**config.mk**
```make
export PLATFORM = sky130hd
export DESIGN_NAME = checksummed_frame_spi_sender_core
export DESIGN_NICKNAME = d
export VERILOG_FILES = /design/src/rtl/cfss_pkg.sv /design/src/rtl/cfss_frame_builder.sv /design/src/rtl/checksummed_frame_spi_sender_core.sv
export SDC_FILE = /design/constraint.sdc
export NUM_CORES = 1
export LEC_CHECK = 0
export BUFFER_PORTS_ARGS = -buffer_cell sky130_fd_sc_hd__clkbuf_2
export CAP_MARGIN = 15
export CORE_UTILIZATION = 54
export DETAILED_ROUTE_END_ITERATION = 8
export PLACE_DENSITY_LB_ADDON = 0.12
export REMOVE_ABC_BUFFERS = 1
export SLEW_MARGIN = 10
export SYNTH_ARGS = -nofsm -noshare
export SYNTH_HDL_FRONTEND = slang
export SYNTH_HIERARCHICAL = 1
export SYNTH_SLANG_ARGS = --single-unit
```
**constraint.sdc**
```tcl
create_clock -name clk -period 2.08 [get_ports clk]
set_input_delay 0.104 -clock clk [delete_from_list [all_inputs] [get_ports clk]]
set_output_delay 0.104 -clock clk [all_outputs]
set_load 0.02 [all_outputs]
```
**src/rtl/cfss_pkg.sv**
```systemverilog
`default_nettype none

package cfss_pkg;

    // Frame size in bytes (legal range 2 to 8): id, value bytes, padding, checksum.
    localparam int FRAME_BYTES = 4;
    localparam int FRAME_BITS  = FRAME_BYTES * 8;

    // Bit counter width; the count wraps at 64, as the frame can hold up to 64 bits.
    localparam int BIT_CNT_W = 6;

    // Repetition counter and register widths.
    localparam int REP_W = 4;
    localparam logic [REP_W-1:0] REPEAT_RESET = 4'd4;

    // Request codes of an input word.
    localparam logic REQ_LOAD = 1'b0;
    localparam logic REQ_TICK = 1'b1;

endpackage

`default_nettype wire

```
**src/rtl/cfss_frame_builder.sv**
```systemverilog
`default_nettype none

module cfss_frame_builder
    import cfss_pkg::*;
(
    input  wire logic [7:0]            setting_id,
    input  wire logic [15:0]           setting_value,
    output logic      [FRAME_BITS-1:0] frame
);

    logic [7:0]            frame_byte;
    logic [7:0]            sum;
    logic [FRAME_BITS-1:0] acc;

    // Pack id, value high, value low and zero padding, keeping a wrapping
    // byte sum; the complement of the sum closes the frame.
    always_comb
    begin
        sum = 8'h00;
        acc = '0;
        frame_byte = 8'h00;
        for (int i = 0; i < FRAME_BYTES - 1; i++)
        begin
            if (i == 0)
                frame_byte = setting_id;
            else if (i == 1)
                frame_byte = setting_value[15:8];
            else if (i == 2)
                frame_byte = setting_value[7:0];
            else
                frame_byte = 8'h00;
            sum = sum + frame_byte;
            acc = {acc[FRAME_BITS-9:0], frame_byte};
        end
        frame = {acc[FRAME_BITS-9:0], ~sum};
    end

endmodule

`default_nettype wire

```
**src/rtl/checksummed_frame_spi_sender_core.sv**
```systemverilog
`default_nettype none

// Channel   Handshake                  Payload
// ------    -----------------------    ----------------------------------------------
// input     in_valid / in_stall        req_type, setting_id, setting_value
// output    out_valid / out_stall      chip_select_n, serial_clock, serial_data,
//                                      busy_res, load_accepted, sequence_done
// config    cfg_write                  cfg_data (repeat_count)
//
// Every input word is handled at once: the serializer state and the result
// register are updated together at the edge that accepts the word.
// A new word is accepted every cycle while the result register is empty or drains.
// in_stall is high only while a result waits and out_stall holds it.
// Reset leaves the link idle: chip select high, clock and data low, repeat count 4.

module checksummed_frame_spi_sender_core
    import cfss_pkg::*;
(
    input  wire logic        clk,
    input  wire logic        rst_n,

    input  wire logic        cfg_write,
    input  wire logic [3:0]  cfg_data,

    input  wire logic        in_valid,
    output logic             in_stall,
    input  wire logic        req_type,
    input  wire logic [7:0]  setting_id,
    input  wire logic [15:0] setting_value,

    output logic             out_valid,
    input  wire logic        out_stall,
    output logic             chip_select_n,
    output logic             serial_clock,
    output logic             serial_data,
    output logic             busy_res,
    output logic             load_accepted,
    output logic             sequence_done
);

    typedef enum logic [2:0] {
        PH_IDLE,
        PH_ARMED,
        PH_SELECTED,
        PH_DATA,
        PH_HIGH,
        PH_TAIL,
        PH_GAP
    } phase_t;

    phase_t                phase_reg, phase_next, phase_cur;
    logic [FRAME_BITS-1:0] frame_reg, frame_next;
    logic [FRAME_BITS-1:0] shift_reg, shift_next;
    logic [BIT_CNT_W-1:0]  bitpos_reg, bitpos_next;
    logic [REP_W-1:0]      reps_reg, reps_next;
    logic [REP_W-1:0]      repeat_reg;
    logic                  cs_reg, cs_next, cs_cur;
    logic                  clk_reg, clk_next;
    logic                  data_reg, data_next;
    logic                  accepted_next, done_next;
    logic [FRAME_BITS-1:0] built_frame;
    logic                  in_accept;

    logic                  out_valid_reg;
    logic                  out_cs_reg, out_clk_reg, out_data_reg;
    logic                  out_busy_reg, out_acc_reg, out_done_reg;

    cfss_frame_builder u_builder (
        .setting_id    (setting_id),
        .setting_value (setting_value),
        .frame         (built_frame)
    );

    // The input side stalls only while a result waits and cannot be taken.
    assign in_stall  = out_valid_reg & out_stall;
    assign in_accept = in_valid & ~in_stall;

    // Configuration register.
    always_ff @(posedge clk or negedge rst_n)
    begin
        if (!rst_n)
            repeat_reg <= REPEAT_RESET;
        else if (cfg_write)
            repeat_reg <= cfg_data;
    end

    // Serializer step for one word.
    always_comb
    begin
        // A phase code outside the list behaves as idle with chip select high.
        phase_cur = phase_reg;
        cs_cur    = cs_reg;
        case (phase_reg)
            PH_IDLE, PH_ARMED, PH_SELECTED, PH_DATA, PH_HIGH, PH_TAIL, PH_GAP:
            begin
                phase_cur = phase_reg;
            end
            default:
            begin
                phase_cur = PH_IDLE;
                cs_cur    = 1'b1;
            end
        endcase

        phase_next    = phase_cur;
        frame_next    = frame_reg;
        shift_next    = shift_reg;
        bitpos_next   = bitpos_reg;
        reps_next     = reps_reg;
        cs_next       = cs_cur;
        clk_next      = clk_reg;
        data_next     = data_reg;
        accepted_next = 1'b0;
        done_next     = 1'b0;

        if (phase_cur == PH_IDLE && phase_reg != PH_IDLE)
        begin
            clk_next  = 1'b0;
            data_next = 1'b0;
        end

        if (req_type == REQ_LOAD)
        begin
            if (phase_cur == PH_IDLE)
            begin
                frame_next    = built_frame;
                reps_next     = (repeat_reg == '0) ? REP_W'(1) : repeat_reg;
                bitpos_next   = '0;
                phase_next    = PH_ARMED;
                accepted_next = 1'b1;
            end
        end
        else
        begin
            case (phase_cur)
                PH_ARMED:
                begin
                    shift_next  = frame_reg;
                    bitpos_next = '0;
                    cs_next     = 1'b0;
                    clk_next    = 1'b0;
                    data_next   = 1'b0;
                    phase_next  = PH_SELECTED;
                end
                PH_SELECTED:
                begin
                    cs_next    = 1'b0;
                    clk_next   = 1'b0;
                    data_next  = shift_reg[FRAME_BITS-1];
                    phase_next = PH_DATA;
                end
                PH_DATA:
                begin
                    clk_next   = 1'b1;
                    phase_next = PH_HIGH;
                end
                PH_HIGH:
                begin
                    bitpos_next = bitpos_reg + 1'b1;
                    shift_next  = {shift_reg[FRAME_BITS-2:0], 1'b0};
                    // The count wraps to zero after 64 bits, which also ends the frame.
                    if (bitpos_next != '0 &&
                        {1'b0, bitpos_next} < (BIT_CNT_W + 1)'(FRAME_BITS))
                    begin
                        cs_next    = 1'b0;
                        clk_next   = 1'b0;
                        data_next  = shift_reg[FRAME_BITS-2];
                        phase_next = PH_DATA;
                    end
                    else
                    begin
                        clk_next   = 1'b0;
                        phase_next = PH_TAIL;
                    end
                end
                PH_TAIL:
                begin
                    cs_next    = 1'b1;
                    clk_next   = 1'b0;
                    data_next  = 1'b0;
                    phase_next = PH_GAP;
                end
                PH_GAP:
                begin
                    reps_next = reps_reg - 1'b1;
                    if (reps_next != '0)
                    begin
                        shift_next  = frame_reg;
                        bitpos_next = '0;
                        cs_next     = 1'b0;
                        clk_next    = 1'b0;
                        data_next   = 1'b0;
                        phase_next  = PH_SELECTED;
                    end
                    else
                    begin
                        cs_next    = 1'b1;
                        clk_next   = 1'b0;
                        data_next  = 1'b0;
                        phase_next = PH_IDLE;
                        done_next  = 1'b1;
                    end
                end
                default:
                begin
                    phase_next = phase_cur;
                end
            endcase
        end
    end

    // Serializer state and result register, committed when a word is accepted.
    // The result flag drops once a waiting word has been taken.
    always_ff @(posedge clk or negedge rst_n)
    begin
        if (!rst_n)
        begin
            phase_reg     <= PH_IDLE;
            frame_reg     <= '0;
            shift_reg     <= '0;
            bitpos_reg    <= '0;
            reps_reg      <= '0;
            cs_reg        <= 1'b1;
            clk_reg       <= 1'b0;
            data_reg      <= 1'b0;
            out_valid_reg <= 1'b0;
            out_cs_reg    <= 1'b1;
            out_clk_reg   <= 1'b0;
            out_data_reg  <= 1'b0;
            out_busy_reg  <= 1'b0;
            out_acc_reg   <= 1'b0;
            out_done_reg  <= 1'b0;
        end
        else if (in_accept)
        begin
            phase_reg     <= phase_next;
            frame_reg     <= frame_next;
            shift_reg     <= shift_next;
            bitpos_reg    <= bitpos_next;
            reps_reg      <= reps_next;
            cs_reg        <= cs_next;
            clk_reg       <= clk_next;
            data_reg      <= data_next;
            out_valid_reg <= 1'b1;
            out_cs_reg    <= cs_next;
            out_clk_reg   <= clk_next;
            out_data_reg  <= data_next;
            out_busy_reg  <= (phase_next != PH_IDLE);
            out_acc_reg   <= accepted_next;
            out_done_reg  <= done_next;
        end
        else if (!out_stall)
        begin
            out_valid_reg <= 1'b0;
        end
    end

    assign out_valid     = out_valid_reg;
    assign chip_select_n = out_cs_reg;
    assign serial_clock  = out_clk_reg;
    assign serial_data   = out_data_reg;
    assign busy_res      = out_busy_reg;
    assign load_accepted = out_acc_reg;
    assign sequence_done = out_done_reg;

endmodule

`default_nettype wire

```
# [Word-level counts from Yosys, hierarchy flattened]
# Index checks and enable logic that the tools add are counted.
[op_classes] add_sub_neg=4 magnitude_cmp=1 n_eq_ne=17 muxes=34 bitwise=5 n_reduce_logical=19
[ops] cell="32-bit one-hot mux with 3 select lines" n=1
[ops] cell="32-bit two-way mux" n=1
[ops] cell="3-bit equality test, second input constant" n=6
[ops] cell="6-bit two-way mux" n=3
[ops] cell="3-bit one-hot mux with 6 select lines" n=1
[ops] cell="6-bit one-hot mux with 3 select lines" n=1
[ops] cell="8-bit adder" n=2
[ops] cell="4-bit two-way mux" n=4
[ops] cell="1-bit two-way mux" n=15
[ops] cell="3-bit by 2-bit equality test with 1-bit output, second input constant" n=4
[ops] cell="3-bit two-way mux" n=4
[ops] cell="3-bit nonzero test" n=3
[ops] cell="8-bit NOT" n=1
[ops] cell="4-bit AND reduction" n=2
[ops] cell="7-bit OR reduction" n=1
[ops] cell="6-bit by 1-bit adder with 6-bit output, second input constant" n=1
[ops] cell="3-bit by 1-bit equality test with 1-bit output, second input constant" n=2
[ops] cell="3-bit logical NOT" n=2
[ops] cell="6-bit < comparator, second input constant" n=1
[ops] cell="3-bit AND reduction" n=2
[ops] cell="6-bit nonzero test" n=1
[ops] cell="5-bit OR reduction" n=1
[ops] cell="4-bit logical NOT" n=1
[ops] cell="2-bit by 1-bit inequality test with 1-bit output, second input constant" n=2
[ops] cell="other kinds (15)" n=18
[totals] reg_bits=88 in_bits=34 out_inout_bits=8 elab_cells=93

# [Logic depth before layout (Yosys ltp)]
# Gate-level depths: netlist of run 1.
[depth] depth_word=9 depth_mapped=9 depth_no_buf=9

# [By module]
# Netlist of run 1, hierarchy kept.
[by_module_without_submodules] module="checksummed_frame_spi_sender_core" n_inst=1 cells_each=346 area_each_um2=4291.6 seq_area_each_um2=2204.6
[by_module_without_submodules] module="cfss_frame_builder" n_inst=1 cells_each=66 area_each_um2=599.3 seq_area_each_um2=0.0

# [Worst setup path after synthesis of run 1]
# No wires, ideal clock.
[synth_timing] path_type="register -> register" from="reg reps_reg[0]" to="reg shift_reg[21]" setup_ps=125 t_arrival_ps=2114 required_time_ps=1955 setup_slack_ps=-159 path_stages_with_launch=9 n_path_buf=1 synth_period_minus_slack_ps=2239 path_cell_list="dfrtp_1 > inv_1 > ha_1 > or3b_1 > o31ai_4 > a211oi_2 > o21ai_4 > buf_6 > mux2_2"
[synth_via] elab_chain_len=4
[synth_lines] element="from (decl)" line_no="checksummed_frame_spi_sender_core.sv:55" source="logic [REP_W-1:0] reps_reg, reps_next;"
[synth_lines] element="from (signal assigned)" line_no="checksummed_frame_spi_sender_core.sv:240" source="reps_reg <= reps_next;"
[synth_lines] element="4-bit by 1-bit subtractor with 4-bit output" line_no="checksummed_frame_spi_sender_core.sv:185" source="reps_next = reps_reg - 1'b1;"
[synth_lines] element="4-bit nonzero test" line_no="checksummed_frame_spi_sender_core.sv:186" source="if (reps_next != '0)"
[synth_lines] element="2-bit inequality test (no line)"
[synth_lines] element="4-bit AND reduction (no line)"
[synth_lines] element="to (signal assigned)" line_no="checksummed_frame_spi_sender_core.sv:238" source="shift_reg <= shift_next;"
[synth_lines] element="to (decl)" line_no="checksummed_frame_spi_sender_core.sv:53" source="logic [FRAME_BITS-1:0] shift_reg, shift_next;"
# Every way passes these cells.
# A chain may end at the register's enable or synchronous reset.

# [Final worst setup path of run 1]
[layout_timing] from="reg reps_reg[1]" to="reg shift_reg[18]"
# The elaborated chain is that of the path after synthesis.

==> flow_metrics.env, run 1 <==
export IMPL_start_util_pct=55.8
export IMPL_rsz0062_at_grt="true"
export IMPL_violations="negative setup slack"
export IMPL_cts_root_buf="clkbuf_8"
export IMPL_cts_tree="built"
export IMPL_worst_slack_ps=-161
export IMPL_synth_xor_area_share_pct=1.43
export IMPL_hold_class="in -> reg"
export IMPL_nets=517
export IMPL_mappedNetlistArea_um2=4890
export IMPL_grt_pass1_wl_um=16000
export IMPL_critical_path_endpoint="shift_reg[18]"
export IMPL_ys_warnings_count=6
export IMPL_cp_data_required_time_ps=2320
export IMPL_drive_gt1_share_pct=44.2
export IMPL_reg2regPathDepth=9
export IMPL_maxSlewHeadroom_pct=64.8
export IMPL_antenna_cells=0
export IMPL_crit_type="reg -> reg"
export IMPL_first_global_vias=3335
export IMPL_fillers=710
export IMPL_regToRegEndpoint="shift_reg[18]"
export IMPL_clk_pin_slew_ps=90
export IMPL_grt_max_degree=38
export IMPL_synth_mux_area_fraction_pct=22.6
export IMPL_antenna_found_initial=0
export IMPL_clock_sinks=88
export IMPL_die_area_um2=9440
export IMPL_tightest_slew_ps=524
export IMPL_hold_path_cell_count=2
export IMPL_vias=3247
export IMPL_place_congestion=0.876
export IMPL_fmax_mhz=446
export IMPL_synth_simple_area_share_pct=7.98
export IMPL_reg2reg_from="reps_reg[1]"
export IMPL_status="complete, but fails checks"
export IMPL_wire_per_inst_um=16.1
export IMPL_fin_crit_sh_pct=108
export IMPL_clock_path_buffers=2
export IMPL_synthAdderAreaFrac_pct=5.58
export IMPL_clock_skew_ps=10.9
export IMPL_critPathLaunchType="flip-flop"
export IMPL_final_util_pct=64.9
export IMPL_numCtsBuffers=9
export IMPL_avgSynthCellArea_um2=11.9
export IMPL_hpwlAfterDp_um=6590
export IMPL_crit_path_start="reps_reg[1]"
export IMPL_ys_seq_area_share_pct=45.1
export IMPL_clk_insertion_delay_late_ps=350
export IMPL_ant_nets=0
export IMPL_synthFlopType="dfrtp_1"
export IMPL_rows=34
export IMPL_placement_io_buffers=41
export IMPL_synth_compound_area_share_pct=10.5
export IMPL_fin_total_pwr_mw=7.38
export IMPL_area_growth_synth_to_final_pct=16.3
export IMPL_die_w_um=97.2
export IMPL_maxCapViolCount=0
export IMPL_wl_um=9310
export IMPL_io_pins=42
export IMPL_rrSetupSlack_ps=-160
export IMPL_place_ws_ps=-259
export IMPL_cp_max_fo=7
export IMPL_synthArstFlopShare_pct=100
export IMPL_synthDistinctLibCells=59
export IMPL_final_setup_viol_count=32
export IMPL_slew_violations=0
export IMPL_drt_iter0_drc=162
export IMPL_hold_viol=0
export IMPL_peakVddDrop_v=0.000651
export IMPL_dr_pass1_iters=4
export IMPL_finalCriticalPeriod_ps=2240
export IMPL_crit_arrival_ps=2490
export IMPL_htreeDepth=3
export IMPL_yosys_register_bits=88
export IMPL_synth_top_family_by_area="multiplexers"
export IMPL_powerDensity_nw_per_um2=1300
export IMPL_end_kind="flip-flop"
export IMPL_core_area_um2=8760
export IMPL_viasPerCell=5.61
export IMPL_grtUsageTotal_pct=21.4
export IMPL_synthCells=412
export IMPL_power_static_leakage_nw=2.60
export IMPL_fp_dieH_um=97.2
export IMPL_synth_edf_count=0
export IMPL_grt_overflow=0
export IMPL_drc=0
[worst max-delay path, cell delays in order, from the launching register on]
cell and delay (ps):
dfrtp_1 370, inv_2 60, ha_2 170, or3b_4 400, o31ai_4 210, a211oi_2 130
o21ai_4 170, buf_4 150, clkbuf_16 140, mux2_2 320
[per-stage QoR]
stage	TNS, ps	instances	hold WS (ps)	cell area (um^2)
6_report	-4580	579	13.5	5690
5_1_grt	-7470	579	3.68	5690
4_1_cts	-4550	574	0.477	5580
3_5_place_dp	-4740	549	61.8	5260
3_3_place_gp	-3610	549	64.7	5260
2_1_floorplan	-43600	370	-192	4610
[per-layer routing]
layer  vias up  track usage [%]  wire [um]
met5         -                0          0
met4         0             8.04        159
met3        16             3.53        271
met2        58             33.0       4290
met1      1617             30.5       4590
li1       1556                -          -
[worst min-delay path by stage]
| stage | startpoint | to | slack [ps] |
|---|---|---|---|
| 2_1_floorplan | rst_n | bitpos_reg[0] | -190 |
| 3_3_place_gp | rst_n | shift_reg[9] | 60 |
| 3_5_place_dp | rst_n | shift_reg[8] | 60 |
| 4_1_cts | setting_value[10] | frame_reg[18] | 0.5 |
| 5_1_grt | setting_value[7] | frame_reg[15] | 4 |
| 6_report | setting_value[7] | frame_reg[15] | 10 |
[layout by cell type, fill, tap and decap left out, drive strengths merged, types with 8 or more instances in the layout]
cell type,count
ha,9
inv,15
nor3,12
o21ai,17
a21oi,10
dfrtp,86
clkbuf,54
fa,8
nand2,25
nor2,14
mux2,98
dlygate4sd3,9
buf,34
[cell families (layout without fill, tap and decap cells)]
logic type,after synthesis,in the layout
DFF,88,88
muxes,98,98
adders and majority gates,17,17
and+or+nand+nor,77,77
AOI/OAI and AO/OA,67,67
xor gates and xnor gates,8,8
buffers and inverters,57,116
[synthesized netlist by cell type (all sizes together), types with 3 or more instances]
| cell type | instances | area [um^2] |
|---|---|---|
| nand3 | 7 | 35.0 |
| nor3b | 4 | 35.0 |
| a21oi | 10 | 50.1 |
| nor3 | 12 | 60.1 |
| mux2 | 98 | 1100 |
| nand2 | 25 | 93.8 |
| buf | 34 | 250 |
| nor2 | 14 | 55.1 |
| dfrtp | 86 | 2150 |
| xor2 | 3 | 26.3 |
| o21a | 4 | 30.0 |
| xnor2 | 5 | 43.8 |
| fa | 8 | 160 |
| ha | 9 | 113 |
| a21o | 6 | 45.0 |
| nor2b | 4 | 32.5 |
| inv | 15 | 56.3 |
| a2bb2oi | 3 | 26.3 |
| o21ai | 17 | 96.4 |
| clkbuf | 8 | 30.0 |
| o31ai | 4 | 43.8 |
[what timing repair did]
| item | in CTS | in global routing |
|---|---|---|
| endpoints found under the setup margin | 33 | 37 |
| hold endpoints to repair | 37 | 0 |
| resized for setup | 2 | 11 |
| hold buffers | 9 | 0 |
| cloned | 0 | 2 |
| pin swaps | 0 | 0 |
| setup buffers | 0 | 3 |
[layout make-up]
class	instances	area, um^2	share of cell area, %
clock inverter	4	77.6	1.36
sequential	88	2200	38.8
multi-input combinational	267	2410	42.3
clock buffer	12	145	2.55
inverter	15	56.3	0.990
timing repair buffer	85	662	11.6
tap	108	135	2.38
[power breakdown]
| part | total (mW) | internal [mW] | switching, mW |
|---|---|---|---|
| Combinational | 3.15 | 1.80 | 1.36 |
| Clock | 1.31 | 0.715 | 0.597 |
| Sequential | 2.92 | 2.47 | 0.453 |
| Total | 7.38 | 4.98 | 2.41 |
No activity file was read; power rests on OpenSTA's default activity.
==> run 2: changes to the inputs <==
--- a/config.mk
+++ b/config.mk
@@ -9,2 +9,3 @@
 export CAP_MARGIN = 15
+export CORE_MARGIN = 4
 export CORE_UTILIZATION = 54
==> constraint.sdc (replaced) <==
create_clock -name clk -period 2.08 [get_ports clk]
set_input_delay 0.416 -clock clk [delete_from_list [all_inputs] [get_ports clk]]
set_output_delay 0.416 -clock clk [all_outputs]
set_load 0.02 [all_outputs]
==> flow_metrics.env, run 2 (same netlist as run 1, synthesis figures left out) <==
export IMPL_drive_gt1_share_pct=48.0
export IMPL_area_growth_synth_to_final_pct=16.7
export IMPL_crit_type="reg -> reg"
export IMPL_htreeDepth=3
export IMPL_wl_um=9450
export IMPL_placement_io_buffers=41
export IMPL_drc=0
export IMPL_drt_iter0_drc=109
export IMPL_place_ws_ps=-571
export IMPL_clk_pin_slew_ps=80
export IMPL_wire_per_inst_um=16.3
export IMPL_cts_hold_fix_buffers=0
export IMPL_hold_ws_ps=15.2
export IMPL_cts_tree="built"
export IMPL_power_static_leakage_nw=2.62
export IMPL_cp_max_fo=7
export IMPL_final_util_pct=65.1
export IMPL_grtUsageTotal_pct=18.9
export IMPL_core_area_um2=8760
export IMPL_die_w_um=103
export IMPL_final_cell_mix="mux2_2, dfrtp_1, buf_4, clkbuf_2, nand2_1"
export IMPL_numCtsBuffers=9
export IMPL_clock_path_buffers=2
export IMPL_peakVddDrop_v=0.000608
export IMPL_slew_violations=0
export IMPL_rows=34
export IMPL_final_setup_viol_count=34
export IMPL_start_util_pct=55.8
export IMPL_end_kind="flip-flop"
export IMPL_hold_viol=0
export IMPL_cp_data_required_time_ps=2310
export IMPL_critPathLaunchType="flip-flop"
export IMPL_dr_pass1_iters=4
export IMPL_worst_slack_ps=-201
export IMPL_ant_nets=0
export IMPL_fp_dieH_um=103
export IMPL_tightest_slew_ps=461
export IMPL_rsz0062_at_grt="true"
export IMPL_first_global_vias=3267
export IMPL_maxCapViolCount=0
export IMPL_crit_arrival_ps=2510
export IMPL_status="complete, but fails checks"
export IMPL_nets=520
export IMPL_antenna_cells=0
export IMPL_dp_cells=560
export IMPL_die_area_um2=10600
export IMPL_hpwlAfterDp_um=6710
export IMPL_maxSlewHeadroom_pct=69.1
export IMPL_hold_class="in -> async"
export IMPL_fmax_mhz=438
export IMPL_antenna_found_initial=0
export IMPL_clk_insertion_delay_late_ps=340
export IMPL_finalCriticalPeriod_ps=2280
export IMPL_layout_commonest_cell="mux2_2"
export IMPL_fin_crit_sh_pct=110
export IMPL_clock_skew_ps=12.1
export IMPL_final_cells=581
export IMPL_clock_sinks=88
export IMPL_io_pins=42
export IMPL_grt_max_degree=35
export IMPL_cts_root_buf="clkbuf_8"
export IMPL_violations="negative setup slack"
export IMPL_viasPerCell=5.60
export IMPL_powerDensity_nw_per_um2=1280
export IMPL_grt_pass1_wl_um=15600
export IMPL_grt_overflow=0
export IMPL_vias=3256
export IMPL_place_congestion=0.874
run 2: changes by cell type in the layout (fill, tap and decap cells not counted), sizes merged:
cell / previous run / this run
bufinv: 2 / 1
dlygate4sd3: 9 / 0
clkbuf: 54 / 51
clkinv: 2 / 3
buf: 34 / 48
run 2: cell type report:
type | count | area, um^2
fillers | 679 | 3060
multi-input cells | 267 | 2450
flip-flops and latches | 88 | 2200
repair buffers | 88 | 679
clock buffers | 11 | 141
well taps | 108 | 135
inverters | 15 | 56.3
clock inverters | 4 | 45.0
run 2: per-layer routing:
layer	vias to the layer above	wire, um	track usage (%)
li1	1562	-	-
met1	1617	4570	27.3
met2	64	4420	28.8
met3	13	330	2.95
met4	0	132	7.17
met5	-	0	0
run 2: worst paths after layout:
kind | from | end | slack, ps | cells past startpoint
hold / removal | rst_n | shift_reg[9] | 20 | 1
setup / recovery | reps_reg[1] | shift_reg[11] | -200 | 9
min in group clk | in_valid | out_valid | 280 | 2
hold reg to reg | load_accepted | load_accepted | 490 | 2
setup reg to reg | reps_reg[1] | shift_reg[11] | -200 | 9
max in group asynchronous | rst_n | chip_select_n | 1420 | 2
run 2: worst max-delay path: stages (launching register included):
cell	delay [ps]
dfrtp_1	380
inv_2	70
ha_2	170
or3b_4	400
o31ai_4	220
a211oi_2	140
o21ai_4	160
buf_12	150
clkbuf_16	160
mux2_2	330
run 2: what timing repair did:
action                                  CTS  global route
setup buffers                             2             3
pin swaps                                 6             9
endpoints found under the setup margin   36            38
cloned                                    1             1
resized for setup                        10            13
run 2: power breakdown:
| group | switching (mW) | internal [mW] |
|---|---|---|
| Clock | 0.565 | 0.576 |
| Sequential | 0.485 | 2.47 |
| Combinational | 1.37 | 1.86 |
run 2: through the flow:
stage	power, mW	TNS (ps)	instance area (um^2)
6_report	7.33	-5640	5710
5_1_grt	7.86	-8500	5710
4_1_cts	7.25	-5570	5600
3_5_place_dp	6.00	-6420	5340
3_3_place_gp	5.91	-6200	5340
2_1_floorplan	4.94	-43600	4610
==> run 3: changes to the inputs <==
==> constraint.sdc (replaced) <==
create_clock -name clk -period 2.08 [get_ports clk]
set_input_delay 0.312 -clock clk [delete_from_list [all_inputs] [get_ports clk]]
set_output_delay 0.312 -clock clk [all_outputs]
set_load 0.02 [all_outputs]
==> flow_metrics.env, run 3 (same netlist as run 1, synthesis figures left out) <==
export IMPL_violations="negative setup slack"
export IMPL_hold_ws_ps=163
export IMPL_cp_num_buf_inv=3
export IMPL_wl_um=9280
export IMPL_viasPerCell=5.60
export IMPL_antenna_found_initial=0
export IMPL_peakVddDrop_v=0.000674
export IMPL_fin_crit_sh_pct=110
export IMPL_slew_violations=0
export IMPL_htreeDepth=3
export IMPL_cp_max_fo=14
export IMPL_antenna_cells=0
export IMPL_reg2reg_from="reps_reg[1]"
export IMPL_regToRegEndpoint="shift_reg[13]"
export IMPL_worst_slack_ps=-217
export IMPL_cts_tree="built"
export IMPL_start_util_pct=55.8
export IMPL_fin_total_pwr_mw=7.55
export IMPL_regArea_um2=2200
export IMPL_place_ws_ps=-465
export IMPL_cp_top_family="compound AO/OA/AOI/OAI gates"
export IMPL_reg2regPathDepth=9
export IMPL_clock_sinks=88
export IMPL_crit_arrival_ps=2540
export IMPL_drive_gt1_share_pct=46.6
export IMPL_crit_type="reg -> reg"
export IMPL_tightest_slew_ps=540
export IMPL_hpwlAfterDp_um=6620
export IMPL_final_setup_viol_count=32
export IMPL_rrSetupSlack_ps=-220
export IMPL_place_congestion=0.871
export IMPL_area_growth_synth_to_final_pct=16.8
export IMPL_layout_commonest_cell="mux2_2"
export IMPL_fp_dieH_um=103
export IMPL_die_w_um=103
export IMPL_clock_path_buffers=2
export IMPL_grtUsageTotal_pct=18.7
export IMPL_dr_pass1_iters=8
export IMPL_fmax_mhz=435
export IMPL_wire_per_inst_um=15.9
export IMPL_post_dp_cell_area_um2=5320
export IMPL_cp_data_required_time_ps=2320
export IMPL_slowest_delay_ps=400
export IMPL_ant_nets=0
export IMPL_nets=520
export IMPL_io_pins=42
export IMPL_first_global_vias=3170
export IMPL_placement_io_buffers=41
export IMPL_vias=3260
export IMPL_stdcell_area_um2=5710
export IMPL_clock_skew_ps=9.58
export IMPL_hold_viol=0
export IMPL_clk_insertion_delay_late_ps=360
export IMPL_power_static_leakage_nw=2.62
export IMPL_clk_pin_slew_ps=90
export IMPL_drt_iter0_drc=210
export IMPL_cp_cell_sequence="inv_2 > ha_2 > or3b_4 > o31ai_4 > a211oi_2 > o21ai_4 > buf_6 > buf_12 > mux2_2"
export IMPL_maxCapViolCount=0
export IMPL_rsz0062_at_grt="true"
export IMPL_die_area_um2=10600
export IMPL_crit_cells=9
export IMPL_drc=0
export IMPL_final_util_pct=65.2
export IMPL_rows=34
export IMPL_cts_root_buf="clkbuf_8"
export IMPL_maxSlewHeadroom_pct=64.0
export IMPL_fillers=690
export IMPL_powerDensity_nw_per_um2=1320
export IMPL_grt_max_degree=42
export IMPL_end_kind="flip-flop"
export IMPL_grt_pass1_wl_um=15500
export IMPL_grt_overflow=0
export IMPL_finalCriticalPeriod_ps=2300
export IMPL_multi_input_area_um2=2410
export IMPL_cp_slowest_cell="or3b_4"
export IMPL_status="complete, but fails checks"
export IMPL_critPathLaunchType="flip-flop"
export IMPL_core_area_um2=8760
export IMPL_critical_path_endpoint="shift_reg[13]"
export IMPL_hold_class="in -> reg"
export IMPL_crit_path_start="reps_reg[1]"
export IMPL_numCtsBuffers=9
export IMPL_final_cell_mix="mux2_2, dfrtp_1, clkbuf_2, buf_4, nand2_1"
[run 3: changes by cell type in the layout (fill, tap and decap cells not counted), moves of 2 or more]
cell and delta:
clkinv_2 -3, mux2_1 +3, bufinv_16 +2, mux2_4 -2
[run 3: worst min-delay path by stage]
stage / startpoint / to / slack [ps] / cells after the start
floorplan: rst_n / bitpos_reg[0] / 20 / 0
detailed placement: rst_n / frame_reg[2] / 340 / 1
finish: in_valid / out_valid / 160 / 2
CTS: in_valid / out_valid / 150 / 2
global placement: rst_n / frame_reg[2] / 340 / 1
global route: in_valid / out_valid / 170 / 2
[run 3: layer usage]
layer	vias to the layer above	global-route usage, %	routed length, um
li1	1572	-	-
met1	1605	28.0	4560
met2	75	28.1	4280
met3	8	2.62	349
met4	0	5.98	80
met5	-	0	0
[run 3: metrics by stage]
stage,setup TNS (ps),instances
2_1_floorplan,-43600,370
3_3_place_gp,-6840,557
3_5_place_dp,-6730,557
4_1_cts,-6010,580
5_1_grt,-8970,582
6_report,-6160,582
[run 3: power breakdown]
| group | internal [mW] | switching, mW | leakage [nW] | total, mW |
|---|---|---|---|---|
| clock | 0.837 | 0.625 | 0.123 | 1.46 |
| sequential | 2.46 | 0.465 | 1.09 | 2.93 |
| combinational | 1.81 | 1.35 | 1.41 | 3.16 |
| total | 5.12 | 2.44 | 2.62 | 7.55 |
[run 3: what timing repair did]
| item | in CTS | in global routing |
|---|---|---|
| endpoints found under the setup margin | 34 | 34 |
| buffers inserted | 5 | 2 |
| hold buffers | 1 | 0 |
| cloned | 1 | 0 |
| gates resized for setup | 16 | 1 |
| pin swaps | 5 | 4 |
| endpoints found under the hold margin | 37 | 0 |
[run 3: layout make-up]
cell class	instances	share of cell area, %
Clock buffer	10	2.41
Inverter	15	0.985
Timing Repair Buffer	88	11.4
Tap cell	108	2.36
Multi-Input combinational cell	267	42.2
Sequential cell	88	38.6
Clock inverter	6	2.01
